$ cat config.mk
export PLATFORM = sky130hd
export DESIGN_NAME = fdmd_fifo
export DESIGN_NICKNAME = d
export VERILOG_FILES = /design/src/sv/frame_difference_motion_detector_macros.svh /design/src/sv/fdmd_pkg.sv /design/src/sv/fdmd_fifo.sv
export SDC_FILE = /design/constraint.sdc
export NUM_CORES = 1
export LEC_CHECK = 0
export ABC_CLOCK_PERIOD_IN_PS = 3900
export BUFFER_PORTS_ARGS = -buffer_cell sky130_fd_sc_hd__buf_2
export CAP_MARGIN = 20
export CORE_MARGIN = 2
export CORE_UTILIZATION = 35
export CTS_CLUSTER_SIZE = 20
export DETAILED_ROUTE_END_ITERATION = 8
export GPL_TIMING_DRIVEN = 0
export PLACE_DENSITY_LB_ADDON = 0.25
export SLEW_MARGIN = 20
export SYNTH_ARGS = -nofsm -noshare
export SYNTH_HDL_FRONTEND = slang
export SYNTH_SLANG_ARGS = --single-unit
$ cat constraint.sdc
create_clock -name clk -period 3.9 [get_ports clk]
set_input_delay 0.39 -clock clk [delete_from_list [all_inputs] [get_ports clk]]
set_output_delay 0.39 -clock clk [all_outputs]
set_load 0.05 [all_outputs]
$ cat src/sv/frame_difference_motion_detector_macros.svh
// Assertion macros for the frame difference motion detector.
// Included by the top level; depends on nothing else.
`ifndef FRAME_DIFFERENCE_MOTION_DETECTOR_MACROS_SVH
`define FRAME_DIFFERENCE_MOTION_DETECTOR_MACROS_SVH

// The consequent must hold in the same cycle as the antecedent.
`define FDMD_ASSERT_SAME(label, clk_s, rstn_s, ante, cons) \
    label: assert property (@(posedge clk_s) disable iff (!rstn_s) (ante) |-> (cons)) \
        else $error("same-cycle check failed");

// The consequent must hold in the cycle after the antecedent.
`define FDMD_ASSERT_NEXT(label, clk_s, rstn_s, ante, cons) \
    label: assert property (@(posedge clk_s) disable iff (!rstn_s) (ante) |=> (cons)) \
        else $error("next-cycle check failed");

`endif

$ cat src/sv/fdmd_pkg.sv
// Shared types and constants of the frame difference motion detector.
// Used by every module of the block; depends on nothing.
package fdmd_pkg;

    localparam int unsigned MAX_PIXELS = 16384;
    localparam int unsigned NUM_BANDS  = 10;

    localparam int unsigned IDX_W   = $clog2(MAX_PIXELS);
    localparam int unsigned CNT_W   = 15;
    localparam int unsigned BAND_W  = 4;
    localparam int unsigned SUM_W   = 22;
    localparam int unsigned RUN_W   = 16;
    localparam int unsigned PROD_W  = 18;
    localparam int unsigned RPROD_W = 38;
    localparam int unsigned THR_W   = 11;
    localparam int unsigned NUM_W   = 29;
    localparam int unsigned DEN_W   = 22;
    localparam int unsigned LIGHT_W = 7;

    localparam int unsigned SENS_MAX  = 10;
    localparam int unsigned SENS_BASE = 11;
    localparam int unsigned PCT_SCALE = 100;
    localparam int unsigned PIX_WHITE = 255;

    // Reciprocals for exact division of small values by constants.
    localparam int unsigned RECIP_BAND_SHIFT = 23;
    localparam int unsigned RECIP_BAND = (2**RECIP_BAND_SHIFT + NUM_BANDS - 1) / NUM_BANDS;
    localparam int unsigned RECIP_PCT_SHIFT  = 26;
    localparam int unsigned RECIP_PCT  = (2**RECIP_PCT_SHIFT + PCT_SCALE - 1) / PCT_SCALE;

    localparam logic [CNT_W-1:0] TALLY_MAX = '1;
    localparam logic [RUN_W-1:0] RUN_MAX   = '1;

    localparam int unsigned QDEPTH = 2;
    localparam int unsigned QPTR_W = (QDEPTH > 1) ? $clog2(QDEPTH) : 1;
    localparam int unsigned QLVL_W = $clog2(QDEPTH + 1);

    localparam int unsigned SETTLE_CYCLES = 4;
    localparam int unsigned SETTLE_W      = 3;

    localparam int unsigned CFG_IDX_W  = 4;
    localparam int unsigned CFG_DATA_W = 16;

    localparam logic [CFG_IDX_W-1:0] CFG_CHANGE_THRESHOLD = 4'd0;
    localparam logic [CFG_IDX_W-1:0] CFG_MOTION_FRAMES    = 4'd1;
    localparam logic [CFG_IDX_W-1:0] CFG_NIGHT_FRAMES     = 4'd2;
    localparam logic [CFG_IDX_W-1:0] CFG_NIGHT_SWITCH     = 4'd3;
    localparam logic [CFG_IDX_W-1:0] CFG_SENSITIVITY      = 4'd4;
    localparam logic [CFG_IDX_W-1:0] CFG_START_BAND       = 4'd5;
    localparam logic [CFG_IDX_W-1:0] CFG_END_BAND         = 4'd6;
    localparam logic [CFG_IDX_W-1:0] CFG_PIXEL_COUNT      = 4'd7;

    typedef struct packed {
        logic [7:0]        change_threshold;
        logic [RUN_W-1:0]  motion_frames;
        logic [RUN_W-1:0]  night_frames;
        logic [6:0]        night_switch;
        logic [3:0]        sensitivity;
        logic [BAND_W-1:0] start_band;
        logic [BAND_W-1:0] end_band;
        logic [CNT_W-1:0]  pixel_count;
    } cfg_t;

    // Totals of one finished frame, handed from the front to the back.
    typedef struct packed {
        logic [CNT_W-1:0] tally;
        logic [SUM_W-1:0] sum;
        logic [CNT_W-1:0] n;
        logic [THR_W-1:0] thr;
    } frame_rec_t;

    typedef struct packed {
        logic [CNT_W-1:0]   changed_pixels;
        logic [LIGHT_W-1:0] light_level;
        logic               night;
        logic               motion_active;
        logic               motion;
    } result_t;

endpackage

$ cat src/sv/fdmd_fifo.sv
// Short queue of finished frame totals between the front and the back.
// Uses the record type of fdmd_pkg.
module fdmd_fifo (
    input  logic                        clk,
    input  logic                        rst_n,
    input  logic                        push,
    input  fdmd_pkg::frame_rec_t        wr,
    input  logic                        pop,
    output fdmd_pkg::frame_rec_t        rd,
    output logic [fdmd_pkg::QLVL_W-1:0] level
);

    fdmd_pkg::frame_rec_t slot [fdmd_pkg::QDEPTH];

    logic [fdmd_pkg::QPTR_W-1:0] wr_ptr_reg;
    logic [fdmd_pkg::QPTR_W-1:0] rd_ptr_reg;
    logic [fdmd_pkg::QLVL_W-1:0] level_reg;

    function automatic logic [fdmd_pkg::QPTR_W-1:0] bump(
        input logic [fdmd_pkg::QPTR_W-1:0] p
    );
        begin
            if (p == fdmd_pkg::QPTR_W'(fdmd_pkg::QDEPTH - 1))
            begin
                return '0;
            end
            return p + fdmd_pkg::QPTR_W'(1);
        end
    endfunction

    assign rd    = slot[rd_ptr_reg];
    assign level = level_reg;

    always_ff @(posedge clk)
    begin
        if (push)
        begin
            slot[wr_ptr_reg] <= wr;
        end
    end

    always_ff @(posedge clk or negedge rst_n)
    begin
        if (!rst_n)
        begin
            wr_ptr_reg <= '0;
            rd_ptr_reg <= '0;
            level_reg  <= '0;
        end
        else
        begin
            if (push)
            begin
                wr_ptr_reg <= bump(wr_ptr_reg);
            end
            if (pop)
            begin
                rd_ptr_reg <= bump(rd_ptr_reg);
            end
            if (push && !pop)
            begin
                level_reg <= level_reg + fdmd_pkg::QLVL_W'(1);
            end
            else if (pop && !push)
            begin
                level_reg <= level_reg - fdmd_pkg::QLVL_W'(1);
            end
        end
    end

endmodule

### Word-level counts from Yosys, hierarchy flattened

Memories as Yosys holds them, arrays and structs flattened.
Index checks and enable logic that the tools add are counted.

* bits in writable memories: 126
* output and inout port bits: 65
* memories kept: 1
* flip-flop bits (word level): 4
* word-level logic and storage cells: 25

* reductions and logical operators: 5
* $add $sub $neg: 4
* muxes and demuxes: 12

Memory list
* slot: depth 2, bits a word 63, rd ports 1, clocked after memory_dff 0, write ports 1, RTL line fdmd_fifo.sv:13 `fdmd_pkg::frame_rec_t slot [fdmd_pkg::QDEPTH];`

Operator list (number)
* 1-bit 2-to-1 mux: 10
* 2-bit 2-to-1 mux: 2
* 1-bit adder, second input constant: 2
* 2-bit by 1-bit adder with 2-bit output, second input constant: 1
* 1-bit logical AND: 2
* 1-bit logical NOT: 2
* 2-bit nonzero test: 1
* 2-bit by 1-bit subtractor with 2-bit output, second input constant: 1

### Logic depth before layout (Yosys ltp)

* depth in word-level cells: 4
* depth in mapped cells: 5
* mapped depth without buffers: 5

### Least setup slack after synthesis

No wires, ideal clock.

* path type: reg2reg
* from: reg wr_ptr_reg
* to: mem slot[0][0] (netlist bit) (enable)
* data required time: 3408 ps
* period minus slack after synthesis: 3695 ps
* cell stages (with the launch flop): 2
* buffers on the path: 0
* slack: 205 ps
* data arrival time: 3203 ps
* cell sequence: dfrtp_1 nor2b_1

RTL lines
* start: declaration: RTL line fdmd_fifo.sv:15 `logic [fdmd_pkg::QPTR_W-1:0] wr_ptr_reg;`
* start signal: assignment: RTL line fdmd_fifo.sv:54 `wr_ptr_reg <= bump(wr_ptr_reg);`
* end: declaration: RTL line fdmd_fifo.sv:13

Straight into the memory's write port.

==> results.py <==
metrics = {
    "outcome": {
        "status": "complete, no violations",
    },
    "timing": {
        "slew-limit-headroom_pct": 62.3,
        "final.setup.tns_ps": 0,
        "worst_pin_slew_ps": 564,
        "fin_worst_skew_ps": 3.19,
        "hold_viol_final": 0,
        "fin_crit_sh_pct": 52.9,
        "period_minus_slack_ps": 2060,
        "finalSetupViolCount": 0,
        "max_freq_mhz": 485,
        "maxSlewViolCount": 0,
        "rsz0062_at_grt": "false",
    },
    "global_routing": {
        "grt_pass1_vias": 2523,
        "grt_overflow": 0,
        "antenna_found_initial": 0,
        "grt_pass1_wl_um": 12600,
        "grt_max_degree": 34,
        "track_usage_pct": 11.6,
    },
    "run": {
        "cap_viol_max_count": 0,
    },
    "clock_tree": {
        "cts-resized-gates": 0,
        "htree_levels": 4,
        "clk_pin_slew_worst_paths_ps": 50,
        "cts_buffer_depth": 2,
        "cts_tree": "done",
        "cts-root-buf": "clkbuf_16",
        "clock_latency_ps": 410,
        "postCtsSetupRepairBufs": 0,
        "cts_hold_buf": 1,
        "cts.sink_count": 130,
        "cts_made_buffers": 17,
    },
    "logic_synthesis": {
        "yosys.area_share.simple_pct": 0.324,
        "ys_warn_count": 0,
        "netlist-cell-type-count": 13,
        "muxShareOfSynthArea_pct": 18.5,
        "ys_seq_area_share_pct": 77.3,
        "synth_top_family_by_area": "multiplexers",
        "synth_xor_area_share_pct": 0.872,
        "synth_compound_area_share_pct": 0,
        "synth_area_mm2": 0.00502,
        "syn-instance-count": 210,
        "ys_ff_latch": 130,
        "synthAdderAreaFrac_pct": 0.249,
        "postSynthAreaPerCell_um2": 23.9,
        "synthesis.nets": 278,
    },
    "floorplanning": {
        "pin_count": 132,
        "die-width_um": 124,
        "die-area_mm2": 0.0153,
        "start_util_pct": 36.0,
        "core_area_mm2": 0.0139,
        "die_y_um": 124,
        "num_rows": 43,
    },
    "worst_setup_path": {
        "cp_slowest_cell": "dfrtp_1",
        "cp.required_ps": 3510,
        "cp_max_fo": 10,
        "crit_type": "flip-flop to primary output",
        "cp_cell_sequence": "buf_6, buf_12, mux2_4, buf_2",
        "start_kind": "flip-flop",
        "cpPeakStageDelay_ps": 340,
        "worstPathArrival_ps": 1670,
        "endpoint_kind": "primary output",
    },
    "power_and_ir_drop": {
        "power.density_mw_per_mm2": 903,
        "pwr-share-clk_pct": 26.6,
        "comb_power_share_pct": 41.2,
        "p_sw_share_pct": 36.9,
        "power_switching_uw": 2210,
        "sequentialPowerShare_pct": 32.2,
        "ir_drop_uv": 431,
        "power_uw": 5980,
        "intPower_uw": 3780,
        "p_leak_uw": 0.00269,
    },
    "final_layout": {
        "area_delta_synth_final_pct": 31.9,
        "finalNetCount": 433,
        "layout-drive-gt1-share_pct": 62.3,
        "final_util_pct": 47.5,
        "stdcell_count": 557,
        "n_antenna_cell": 0,
        "fin_area_mm2": 0.00662,
        "mostFrequentLayoutCells": "131 x buf_2, 126 x edfxtp_1, 59 x mux2_4",
        "layout_commonest_cell": "buf_2",
        "largest_reg_flops": 126,
    },
    "route": {
        "drtIter0Drc": 89,
        "vias": 2439,
        "detail_route.wl_per_cell_um": 15.2,
        "drt-total-wl_um": 8480,
        "drc": 0,
        "dr.pass1.iters": 4,
        "antenna_left": 0,
        "viasPerCell": 4.38,
    },
    "place": {
        "dpl.hpwl_um": 5730,
        "dpl.cell_count": 525,
        "placed_cell_area_mm2": 0.00602,
        "portBuffers": 131,
        "place.gp.congestion": 0.646,
    },
    "worst_hold_path": {
        "hold_path.class": "input port to flip-flop",
    },
}
-- Yosys cell counts --
library cell	n	area, um2
mux2_4	59	886
xnor2_1	1	8.76
dfrtp_1	4	100
ha_1	1	12.5
xor2_1	4	35.0
edfxtp_1	126	3780
and2_1	1	6.26
buf_6	1	11.3
mux2_2	4	45.0
nor2_1	1	3.75
buf_12	6	120
inv_1	1	3.75
nor2b_1	1	6.26
-- critical path: cells and delay by family (launching register included) --
kind | cells | cell delay [ps]
buf+inv | 3 | 610
flops | 1 | 340
mux | 1 | 310
-- worst paths after layout --
check | start | end | slack [ps] | cells after the start
hold / removal | wr[1] | slot[1][1] | 170 | 1
min in group asynchronous | rst_n | level[0] | 320 | 2
hold reg to reg | level[1] | level[1] | 480 | 1
max in group asynchronous | rst_n | wr_ptr_reg | 3460 | 2
setup / recovery | rd_ptr_reg | rd[40] | 1840 | 4
setup reg to reg | wr_ptr_reg | slot[0][15] | 2280 | 3
-- power by group through the flow --
stage | Combinational [uW] | Sequential [uW] | Clock, uW
floorplan | 1960 | 2000 | 0
global placement | 2420 | 1980 | 0
detailed placement | 2500 | 1960 | 0
CTS | 2510 | 1930 | 1630
global route | 2590 | 1950 | 1690
finish | 2460 | 1930 | 1590
-- stage by stage --
step / hold WS [ps] / setup WS (ps)
floorplan: 94.4 / 205
global placement: 198 / -1740
detailed placement: 205 / 2120
CTS: 144 / 1800
global route: 146 / 1780
finish: 167 / 1840
-- metal layers --
layer,GRT usage (%),part of all wire [%]
met5,0,0
met1,13.1,41
met4,6.39,2.2
met3,4.58,7.0
met2,18.6,50
-- kinds of logic (layout without fill, tap and decap cells) --
kind of cell | Yosys count | in the layout
xor gates and xnor gates | 5 | 5
adders and majority gates | 1 | 1
buffers and inverters | 8 | 175
DFF | 130 | 130
muxes | 63 | 63
and+or+nand+nor | 3 | 3
-- layout make-up --
type                    instances  area [um2]
flip-flops and latches        130        3880
repair buffers                136         768
inverters                       1        3.75
well taps                     180         225
clock buffers                  18         429
plain buffers                   7         131
multi-input cells              72        1010
fillers                      1221        7310
clock inverters                13         168
No activity file was read; power rests on OpenSTA's default activity.
