<file path="config.mk">
export PLATFORM = sky130hd
export DESIGN_NAME = fdmd_back
export DESIGN_NICKNAME = d
export VERILOG_FILES = /design/src/sv/frame_difference_motion_detector_macros.svh /design/src/sv/fdmd_pkg.sv /design/src/sv/fdmd_back.sv
export SDC_FILE = /design/constraint.sdc
export NUM_CORES = 1
export LEC_CHECK = 0
export BUFFER_PORTS_ARGS = -buffer_cell sky130_fd_sc_hd__buf_2
export CELL_PAD_IN_SITES_DETAIL_PLACEMENT = 1
export CELL_PAD_IN_SITES_GLOBAL_PLACEMENT = 1
export CORE_AREA = 2 2 221 158
export CTS_CLUSTER_SIZE = 16
export DETAILED_ROUTE_END_ITERATION = 16
export DIE_AREA = 0 0 223 160
export PLACE_DENSITY_LB_ADDON = 0.25
export SLEW_MARGIN = 10
export SYNTH_ARGS = -nofsm -noshare
export SYNTH_HDL_FRONTEND = slang
export SYNTH_SLANG_ARGS = --single-unit
</file>
<file path="constraint.sdc">
create_clock -name clk -period 5.2 [get_ports clk]
set_input_delay 0.52 -clock clk [delete_from_list [all_inputs] [get_ports clk]]
set_output_delay 0.52 -clock clk [all_outputs]
set_load 0.1 [all_outputs]
</file>
<file path="src/sv/frame_difference_motion_detector_macros.svh">
// Assertion macros for the frame difference motion detector.
// Included by the top level; depends on nothing else.
`ifndef FRAME_DIFFERENCE_MOTION_DETECTOR_MACROS_SVH
`define FRAME_DIFFERENCE_MOTION_DETECTOR_MACROS_SVH

// The consequent must hold in the same cycle as the antecedent.
`define FDMD_ASSERT_SAME(label, clk_s, rstn_s, ante, cons) \
    label: assert property (@(posedge clk_s) disable iff (!rstn_s) (ante) |-> (cons)) \
        else $error("same-cycle check failed");

// The consequent must hold in the cycle after the antecedent.
`define FDMD_ASSERT_NEXT(label, clk_s, rstn_s, ante, cons) \
    label: assert property (@(posedge clk_s) disable iff (!rstn_s) (ante) |=> (cons)) \
        else $error("next-cycle check failed");

`endif

</file>
<file path="src/sv/fdmd_pkg.sv">
// Shared types and constants of the frame difference motion detector.
// Used by every module of the block; depends on nothing.
package fdmd_pkg;

    localparam int unsigned MAX_PIXELS = 16384;
    localparam int unsigned NUM_BANDS  = 10;

    localparam int unsigned IDX_W   = $clog2(MAX_PIXELS);
    localparam int unsigned CNT_W   = 15;
    localparam int unsigned BAND_W  = 4;
    localparam int unsigned SUM_W   = 22;
    localparam int unsigned RUN_W   = 16;
    localparam int unsigned PROD_W  = 18;
    localparam int unsigned RPROD_W = 38;
    localparam int unsigned THR_W   = 11;
    localparam int unsigned NUM_W   = 29;
    localparam int unsigned DEN_W   = 22;
    localparam int unsigned LIGHT_W = 7;

    localparam int unsigned SENS_MAX  = 10;
    localparam int unsigned SENS_BASE = 11;
    localparam int unsigned PCT_SCALE = 100;
    localparam int unsigned PIX_WHITE = 255;

    // Reciprocals for exact division of small values by constants.
    localparam int unsigned RECIP_BAND_SHIFT = 23;
    localparam int unsigned RECIP_BAND = (2**RECIP_BAND_SHIFT + NUM_BANDS - 1) / NUM_BANDS;
    localparam int unsigned RECIP_PCT_SHIFT  = 26;
    localparam int unsigned RECIP_PCT  = (2**RECIP_PCT_SHIFT + PCT_SCALE - 1) / PCT_SCALE;

    localparam logic [CNT_W-1:0] TALLY_MAX = '1;
    localparam logic [RUN_W-1:0] RUN_MAX   = '1;

    localparam int unsigned QDEPTH = 2;
    localparam int unsigned QPTR_W = (QDEPTH > 1) ? $clog2(QDEPTH) : 1;
    localparam int unsigned QLVL_W = $clog2(QDEPTH + 1);

    localparam int unsigned SETTLE_CYCLES = 4;
    localparam int unsigned SETTLE_W      = 3;

    localparam int unsigned CFG_IDX_W  = 4;
    localparam int unsigned CFG_DATA_W = 16;

    localparam logic [CFG_IDX_W-1:0] CFG_CHANGE_THRESHOLD = 4'd0;
    localparam logic [CFG_IDX_W-1:0] CFG_MOTION_FRAMES    = 4'd1;
    localparam logic [CFG_IDX_W-1:0] CFG_NIGHT_FRAMES     = 4'd2;
    localparam logic [CFG_IDX_W-1:0] CFG_NIGHT_SWITCH     = 4'd3;
    localparam logic [CFG_IDX_W-1:0] CFG_SENSITIVITY      = 4'd4;
    localparam logic [CFG_IDX_W-1:0] CFG_START_BAND       = 4'd5;
    localparam logic [CFG_IDX_W-1:0] CFG_END_BAND         = 4'd6;
    localparam logic [CFG_IDX_W-1:0] CFG_PIXEL_COUNT      = 4'd7;

    typedef struct packed {
        logic [7:0]        change_threshold;
        logic [RUN_W-1:0]  motion_frames;
        logic [RUN_W-1:0]  night_frames;
        logic [6:0]        night_switch;
        logic [3:0]        sensitivity;
        logic [BAND_W-1:0] start_band;
        logic [BAND_W-1:0] end_band;
        logic [CNT_W-1:0]  pixel_count;
    } cfg_t;

    // Totals of one finished frame, handed from the front to the back.
    typedef struct packed {
        logic [CNT_W-1:0] tally;
        logic [SUM_W-1:0] sum;
        logic [CNT_W-1:0] n;
        logic [THR_W-1:0] thr;
    } frame_rec_t;

    typedef struct packed {
        logic [CNT_W-1:0]   changed_pixels;
        logic [LIGHT_W-1:0] light_level;
        logic               night;
        logic               motion_active;
        logic               motion;
    } result_t;

endpackage

</file>
<file path="src/sv/fdmd_back.sv">
// Back part: per-frame light level division, motion and night decisions, result register.
// Takes frame totals from the queue; uses fdmd_pkg.
module fdmd_back (
    input  logic                 clk,
    input  logic                 rst_n,
    input  fdmd_pkg::cfg_t       cfg,
    input  logic                 q_valid,
    output logic                 q_pop,
    input  fdmd_pkg::frame_rec_t rec,
    output logic                 out_valid,
    input  logic                 out_ready,
    output fdmd_pkg::result_t    result
);

    typedef enum logic [1:0] {
        B_IDLE,
        B_DIV,
        B_DECIDE
    } back_state_t;

    localparam int unsigned STEP_W = $clog2(fdmd_pkg::NUM_W);

    back_state_t state_reg;

    logic [fdmd_pkg::NUM_W-1:0]  num_reg;
    logic [fdmd_pkg::DEN_W-1:0]  rem_reg;
    logic [fdmd_pkg::DEN_W-1:0]  den_reg;
    logic [STEP_W-1:0]           cnt_reg;
    logic [fdmd_pkg::CNT_W-1:0]  tally_reg;
    logic [fdmd_pkg::THR_W-1:0]  thr_reg;
    logic [fdmd_pkg::RUN_W-1:0]  motion_run_reg;
    logic                        motion_flag_reg;
    logic [fdmd_pkg::RUN_W-1:0]  night_run_reg;
    logic                        night_flag_reg;
    logic                        out_valid_reg;
    fdmd_pkg::result_t           result_reg;

    logic [fdmd_pkg::DEN_W:0]    rem_w;
    logic                        q_bit;
    logic [fdmd_pkg::DEN_W-1:0]  rem_next;
    logic [fdmd_pkg::NUM_W-1:0]  light;
    logic [fdmd_pkg::NUM_W-1:0]  ns_w;
    logic [fdmd_pkg::RUN_W-1:0]  nrun_n;
    logic                        nflag_n;
    logic [fdmd_pkg::RUN_W-1:0]  mrun_n;
    logic                        mflag_n;
    logic                        can_emit;

    assign q_pop     = (state_reg == B_IDLE) && q_valid;
    assign out_valid = out_valid_reg;
    assign result    = result_reg;
    assign can_emit  = !out_valid_reg || out_ready;

    // One quotient bit per step: the numerator shifts out at the top while the
    // quotient fills in at the bottom of the same register.
    always_comb
    begin
        rem_w    = {rem_reg, num_reg[fdmd_pkg::NUM_W-1]};
        q_bit    = rem_w >= (fdmd_pkg::DEN_W + 1)'(den_reg);
        rem_next = q_bit ? fdmd_pkg::DEN_W'(rem_w - (fdmd_pkg::DEN_W + 1)'(den_reg))
                         : rem_w[fdmd_pkg::DEN_W-1:0];
    end

    always_comb
    begin
        light   = num_reg;
        ns_w    = fdmd_pkg::NUM_W'(cfg.night_switch);
        nrun_n  = night_run_reg;
        nflag_n = night_flag_reg;
        if (night_flag_reg)
        begin
            if (light > ns_w)
            begin
                if (night_run_reg != '0)
                begin
                    nrun_n = night_run_reg - fdmd_pkg::RUN_W'(1);
                end
                if (nrun_n == '0)
                begin
                    nflag_n = 1'b0;
                end
            end
        end
        else if (light < ns_w)
        begin
            if (night_run_reg != fdmd_pkg::RUN_MAX)
            begin
                nrun_n = night_run_reg + fdmd_pkg::RUN_W'(1);
            end
            if (nrun_n > cfg.night_frames)
            begin
                nflag_n = 1'b1;
            end
        end

        mrun_n  = motion_run_reg;
        mflag_n = motion_flag_reg;
        if (tally_reg > fdmd_pkg::CNT_W'(thr_reg))
        begin
            if (motion_run_reg != fdmd_pkg::RUN_MAX)
            begin
                mrun_n = motion_run_reg + fdmd_pkg::RUN_W'(1);
            end
            if (!motion_flag_reg && (mrun_n >= cfg.motion_frames))
            begin
                mflag_n = 1'b1;
            end
        end
        else if (motion_flag_reg)
        begin
            mrun_n  = '0;
            mflag_n = 1'b0;
        end
    end

    always_ff @(posedge clk or negedge rst_n)
    begin
        if (!rst_n)
        begin
            state_reg       <= B_IDLE;
            motion_run_reg  <= '0;
            motion_flag_reg <= 1'b0;
            night_run_reg   <= '0;
            night_flag_reg  <= 1'b0;
            out_valid_reg   <= 1'b0;
            num_reg         <= '0;
            rem_reg         <= '0;
            den_reg         <= '0;
            cnt_reg         <= '0;
            tally_reg       <= '0;
            thr_reg         <= '0;
            result_reg      <= '0;
        end
        else
        begin
            if (out_valid_reg && out_ready)
            begin
                out_valid_reg <= 1'b0;
            end
            case (state_reg)
                B_IDLE:
                begin
                    if (q_valid)
                    begin
                        num_reg   <= fdmd_pkg::NUM_W'(rec.sum)
                                     * fdmd_pkg::NUM_W'(fdmd_pkg::PCT_SCALE);
                        den_reg   <= fdmd_pkg::DEN_W'(rec.n)
                                     * fdmd_pkg::DEN_W'(fdmd_pkg::PIX_WHITE);
                        rem_reg   <= '0;
                        cnt_reg   <= STEP_W'(fdmd_pkg::NUM_W - 1);
                        tally_reg <= rec.tally;
                        thr_reg   <= rec.thr;
                        state_reg <= B_DIV;
                    end
                end
                B_DIV:
                begin
                    num_reg <= {num_reg[fdmd_pkg::NUM_W-2:0], q_bit};
                    rem_reg <= rem_next;
                    cnt_reg <= cnt_reg - STEP_W'(1);
                    if (cnt_reg == '0)
                    begin
                        state_reg <= B_DECIDE;
                    end
                end
                B_DECIDE:
                begin
                    if (can_emit)
                    begin
                        night_run_reg             <= nrun_n;
                        night_flag_reg            <= nflag_n;
                        motion_run_reg            <= mrun_n;
                        motion_flag_reg           <= mflag_n;
                        result_reg.motion         <= mflag_n && !nflag_n;
                        result_reg.motion_active  <= mflag_n;
                        result_reg.night          <= nflag_n;
                        result_reg.light_level    <= light[fdmd_pkg::LIGHT_W-1:0];
                        result_reg.changed_pixels <= tally_reg;
                        out_valid_reg             <= 1'b1;
                        state_reg                 <= B_IDLE;
                    end
                end
                default:
                begin
                    state_reg <= B_IDLE;
                end
            endcase
        end
    end

endmodule
</file>
Yosys cells after proc, flatten, opt, wreduce, memory -nomap -nowiden
Cells that the tools add are included.
{ "op_classes": {"n_addsub": 5, "multipliers": 2, "order_cmp": 6, "n_eq_ne": 8, "muxes": 34, "reduce_logical": 21} }
{ "op_table": {"columns": ["cell", "n"], "rows": [
  ["16-bit 2-to-1 mux", 13],
  ["29-bit one-hot mux with 2 select lines", 1],
  ["22-bit 2-to-1 mux", 2],
  ["22-bit one-hot mux with 2 select lines", 1],
  ["16-bit by 1-bit adder with 16-bit output (second input constant)", 2],
  ["16-bit inequality test (second input constant)", 2],
  ["29-bit by 7-bit > comparator with 1-bit output", 1],
  ["29-bit by 7-bit less-than comparator with 1-bit output", 1],
  ["29-bit 2-to-1 mux", 1],
  ["22-bit by 5-bit multiplier with 27-bit output (second input constant)", 1],
  ["23-bit by 22-bit greater-or-equal comparator with 1-bit output", 1],
  ["15-bit by 8-bit multiplier with 22-bit output (second input constant)", 1],
  ["22-bit subtractor", 1],
  ["16-bit greater-or-equal comparator", 1],
  ["16-bit > comparator", 1],
  ["16-bit zero test", 1],
  ["16-bit nonzero test", 1],
  ["16-bit by 1-bit subtractor with 16-bit output (second input constant)", 1],
  ["15-bit by 11-bit > comparator with 1-bit output", 1],
  ["1-bit 2-to-1 mux", 10],
  ["5-bit one-hot mux with 2 select lines", 1],
  ["2-bit 2-to-1 mux", 3],
  ["2-bit inequality test (second input constant)", 3],
  ["2-bit one-hot mux with 3 select lines", 1],
  ["14 further kinds", 24]
]} }
{ "word_totals": {"ff_bits": 164, "out_inout_bits": 27} }

Logic depth before layout (Yosys ltp)
{ "depth": {"word_depth": 10, "depth_mapped": 18} }

Worst setup path after synthesis
Ideal clock, no wire load.
{ "synth_path": {"path_kind": "input to register", "from": "input rec[16] (netlist bit)", "to": "register den_reg[19] (netlist bit)", "setup_time_ps": 125, "arrival_ps": 4612, "required_ps": 5075, "slack_ps": 463, "cell_stages": 17, "cell_sequence": "inv_1 > fa_1 > fa_1 > inv_1 > fa_1 > inv_1 > fa_1 > inv_1 > ha_1 > inv_1 > o31ai_1 > a31oi_1 > a311oi_1 > a21o_1 > a21oi_1 > xnor2_1 > mux2_2"} }
{ "synth_via": {"elab_chain_cells": 1} }
{ "synth_rtl": {"columns": ["element", "line", "source"], "rows": [
  ["from (decl)", "fdmd_back.sv:9", "input fdmd_pkg::frame_rec_t rec,"],
  ["15-bit by 8-bit multiplier with 22-bit output", "fdmd_back.sv:148", "* fdmd_pkg::DEN_W'(fdmd_pkg::PIX_WHITE);"],
  ["to (signal assigned)", "fdmd_back.sv:147", "den_reg <= fdmd_pkg::DEN_W'(rec.n)"],
  ["to (decl)", "fdmd_back.sv:27", "logic [fdmd_pkg::DEN_W-1:0] den_reg;"]
]} }
No other way between the ends.
A chain may end at the register's enable or synchronous reset.

Worst setup path after layout
{ "layout_path": {"from": "input rec[18] (netlist bit)", "to": "register den_reg[20] (netlist bit)"} }
The elaborated chain is that of the path after synthesis.

==> reports/metrics.yaml <==
finish:
  multi_input_area_um2: 9800
  drive_gt1_share_pct: 11.1
  register_area_um2: 4100
  area_growth_pct: 11.2
  fin_cells: 2345
  nNetsFinal: 2301
  fillers: 4072
  n_antenna_cell: 0
  largest_register_ffs: 29
worst_setup_path:
  required_ns: 5.49
  slowest_stage: "fa_1"
  cp_max_fo: 4
  crit-reg2reg-launch: "motion_run_reg[3]"
  worstSetupPathType: "input pin to flip-flop"
  crit_path_end: "den_reg[20]"
  cp.arrival_ns: 5.05
  r2r_cells: 16
  crit_chain: "buf_2 -> fa_1 -> inv_1 -> fa_1 -> inv_1 -> fa_1 -> inv_1 -> fa_1 -> inv_1 -> ha_1 -> a21oi_1 -> o21ai_0 -> a21o_1 -> a21oi_1 -> o21ai_0 -> or3_1 -> a31oi_1 -> xor2_1 -> o21ai_0"
  startpoint: "rec[18]"
  rrSetupSlack_ns: 0.86
  worst_r2r_endpoint: "result[0]"
  cp_slowest_stage_delay_ns: 0.58
  start_kind: "input pin"
  endpoint_kind: "flip-flop"
timing:
  hold_viol: 0
  fin_crit_ns: 4.76
  setup_viol: 0
  slew_viol_final: 0
  max_freq_ghz: 0.210
  min_period_over_period_pct: 91.5
  setup_ws_ns: 0.442
  rsz0062_at_grt: "no"
  tightest_slew_ns: 0.950
  finalClockSkew_ns: 0.0111
  relSlewSlack_pct: 36.6
global_routing:
  grt_pass1_wl_mm: 67.1
  grtUsageTotal_pct: 23.1
  grt_pass1_vias: 13442
  grt_start_max_net_pins: 102
  antenna_found_initial: 0
  overflow: 0
drt:
  drt-initial-drc-count: 628
  viasPerCell: 5.45
  wire_per_inst_um: 16.7
  drc_errors: 0
  vias: 12791
  drt-total-wl_mm: 39.1
  drtPass1Iterations: 5
  final_antenna_net_count: 0
die:
  die_area_um2: 35700
  rows: 57
  coreArea_um2: 33900
  die_w_um: 223
  die_h_um: 160
  start_util_pct: 45.1
  ioPinCount: 168
synthesis:
  yosysTopAreaCell: "dfrtp_1"
  synth_top_area_share_pct: 26.9
  synth.avg_cell_area_um2: 8.56
  netlist_top_cells_area: "dfrtp_1 27%, ha_1 15%, fa_1 11%"
  synth_area_um2: 15300
  ys_seq_area_share_pct: 26.9
  async_flop_share_pct: 100
  synth_fp_nets: 2195
  yosysUniqueCellTypes: 73
  ys_ff_latch: 164
  ys.flop_type: "dfrtp_1"
  netlist_instances: 1784
  synth_edf_count: 0
  synth_warnings: 0
clock_tree:
  hold_buffers: 0
  ctsResizeCount: 0
  clk_pin_slew_ns: 0.07
  cts_tree: "done"
  cts_setup_buffers: 0
  clock_sinks: 164
  cts_made_buffers: 17
  clk_path_buf_depth: 2
  htreeDepth: 4
  clock_latency_ns: 0.46
  clockRootBuffer: "clkbuf_16"
power_and_ir_drop:
  p_int_mw: 5.10
  netSwitchingFraction_pct: 47.6
  power.switching_mw: 4.63
  power_density_nw_per_um2: 573
  irDropWorstVdd_mv: 0.345
  pwr-share-seq_pct: 22.5
  clock_power_share_pct: 13.1
  p_leak_nw: 8.89
  p_comb_share_pct: 64.4
  p_total_mw: 9.72
hold_path:
  min_path_type: "input pin to async pin"
placement:
  port-buffer-count: 132
  place_congestion: 0.849
  hpwl_mm: 31.0
  dpl.cell_count: 2313
  place_ws_ns: -0.00635
run:
  max_cap_violations: 0
run_status:
  status: "complete, no violations"
[cell usage in the layout, fill, tap and decap left out, types with 17 or more instances in the layout]
cell,n
ha_1,187
a22oi_1,27
inv_1,293
mux2i_1,23
fa_1,83
xnor2_1,56
buf_4,23
nor2_1,71
nand2_1,233
o21a_1,21
dfrtp_1,164
buf_2,131
xor2_1,26
clkbuf_16,17
a21o_1,33
o21ai_0,113
nand3_1,47
nor3_1,24
nand4_1,20
a21oi_1,64
[layout make-up]
cell class                 instances  area share [%]
inverter                         294            6.50
sequential                       164            24.2
timing repair buffer             155            4.95
multi-input combinational       1258            57.7
tap                              442            3.26
clock inverter                    14           0.855
clock buffer                      18            2.53
[stage by stage]
step	cell area, um^2	hold slack (ns)	utilization (%)	setup TNS, ns
finish	17000	0.157	50.1	0
global route	17000	0.237	50.1	0
CTS	17000	0.209	50.1	0
detailed placement	16400	0.462	48.4	-0.00635
global placement	16400	0.456	48.4	0
floorplan	15300	0.224	-	0
[power by group through the flow]
stage	registers [mW]	logic, mW	clock network [mW]
after detailed placement	2.20	6.26	0
after global routing	2.26	7.13	1.36
after global placement	2.18	5.99	0
after CTS	2.18	6.31	1.29
after floorplan	2.23	4.70	0
final	2.19	6.26	1.27
[routing by layer]
metal | global-route usage, % | wire, um | vias to the layer above
met4 | 4.06 | 283 | 0
met2 | 36.5 | 17600 | 163
met1 | 33.9 | 20000 | 6400
met5 | 0 | 0 | -
met3 | 3.35 | 1210 | 15
li1 | - | - | 6213
[logic make-up after synthesis]
kind of cell             synth area share (%)
AO/OA/AOI/OAI                            15.7
XOR/XNOR                                 4.70
adder cells (fa/ha/maj)                  26.2
buffers and inverters                    9.09
flip-flops                               26.9
multiplexers                             1.95
AND/OR/NAND/NOR                          15.4
[cells in the mapped netlist (16+ instances only)]
cell type / number
inv_1: 293
nand2_1: 234
ha_1: 187
dfrtp_1: 164
o21ai_0: 113
fa_1: 83
nor2_1: 72
a21oi_1: 64
clkbuf_1: 56
xnor2_1: 56
nand3_1: 47
a21o_1: 33
a22oi_1: 27
xor2_1: 26
nor3_1: 24
mux2i_1: 23
o21a_1: 21
nand4_1: 20
and3_1: 16
[worst max-delay path, delay by kind of cell]
kind	cells	cell delay [ns]
and+or+nand+nor	1	0.38
xor gates and xnor gates	1	0.16
AOI/OAI and AO/OA	7	1.08
buffers and inverters	5	0.39
adders and majority gates	5	2.52
[worst min path at each step]
stage                    start          endpoint  slack (ns)
floorplan                rst_n        cnt_reg[0]        0.22
global placement    result[18]        result[18]        0.46
detailed placement  result[16]        result[16]        0.46
CTS                      rst_n  night_run_reg[8]        0.21
global route             rst_n  night_run_reg[8]        0.24
finish                   rst_n  night_run_reg[8]        0.16
(Power assumes the default switching activity.)
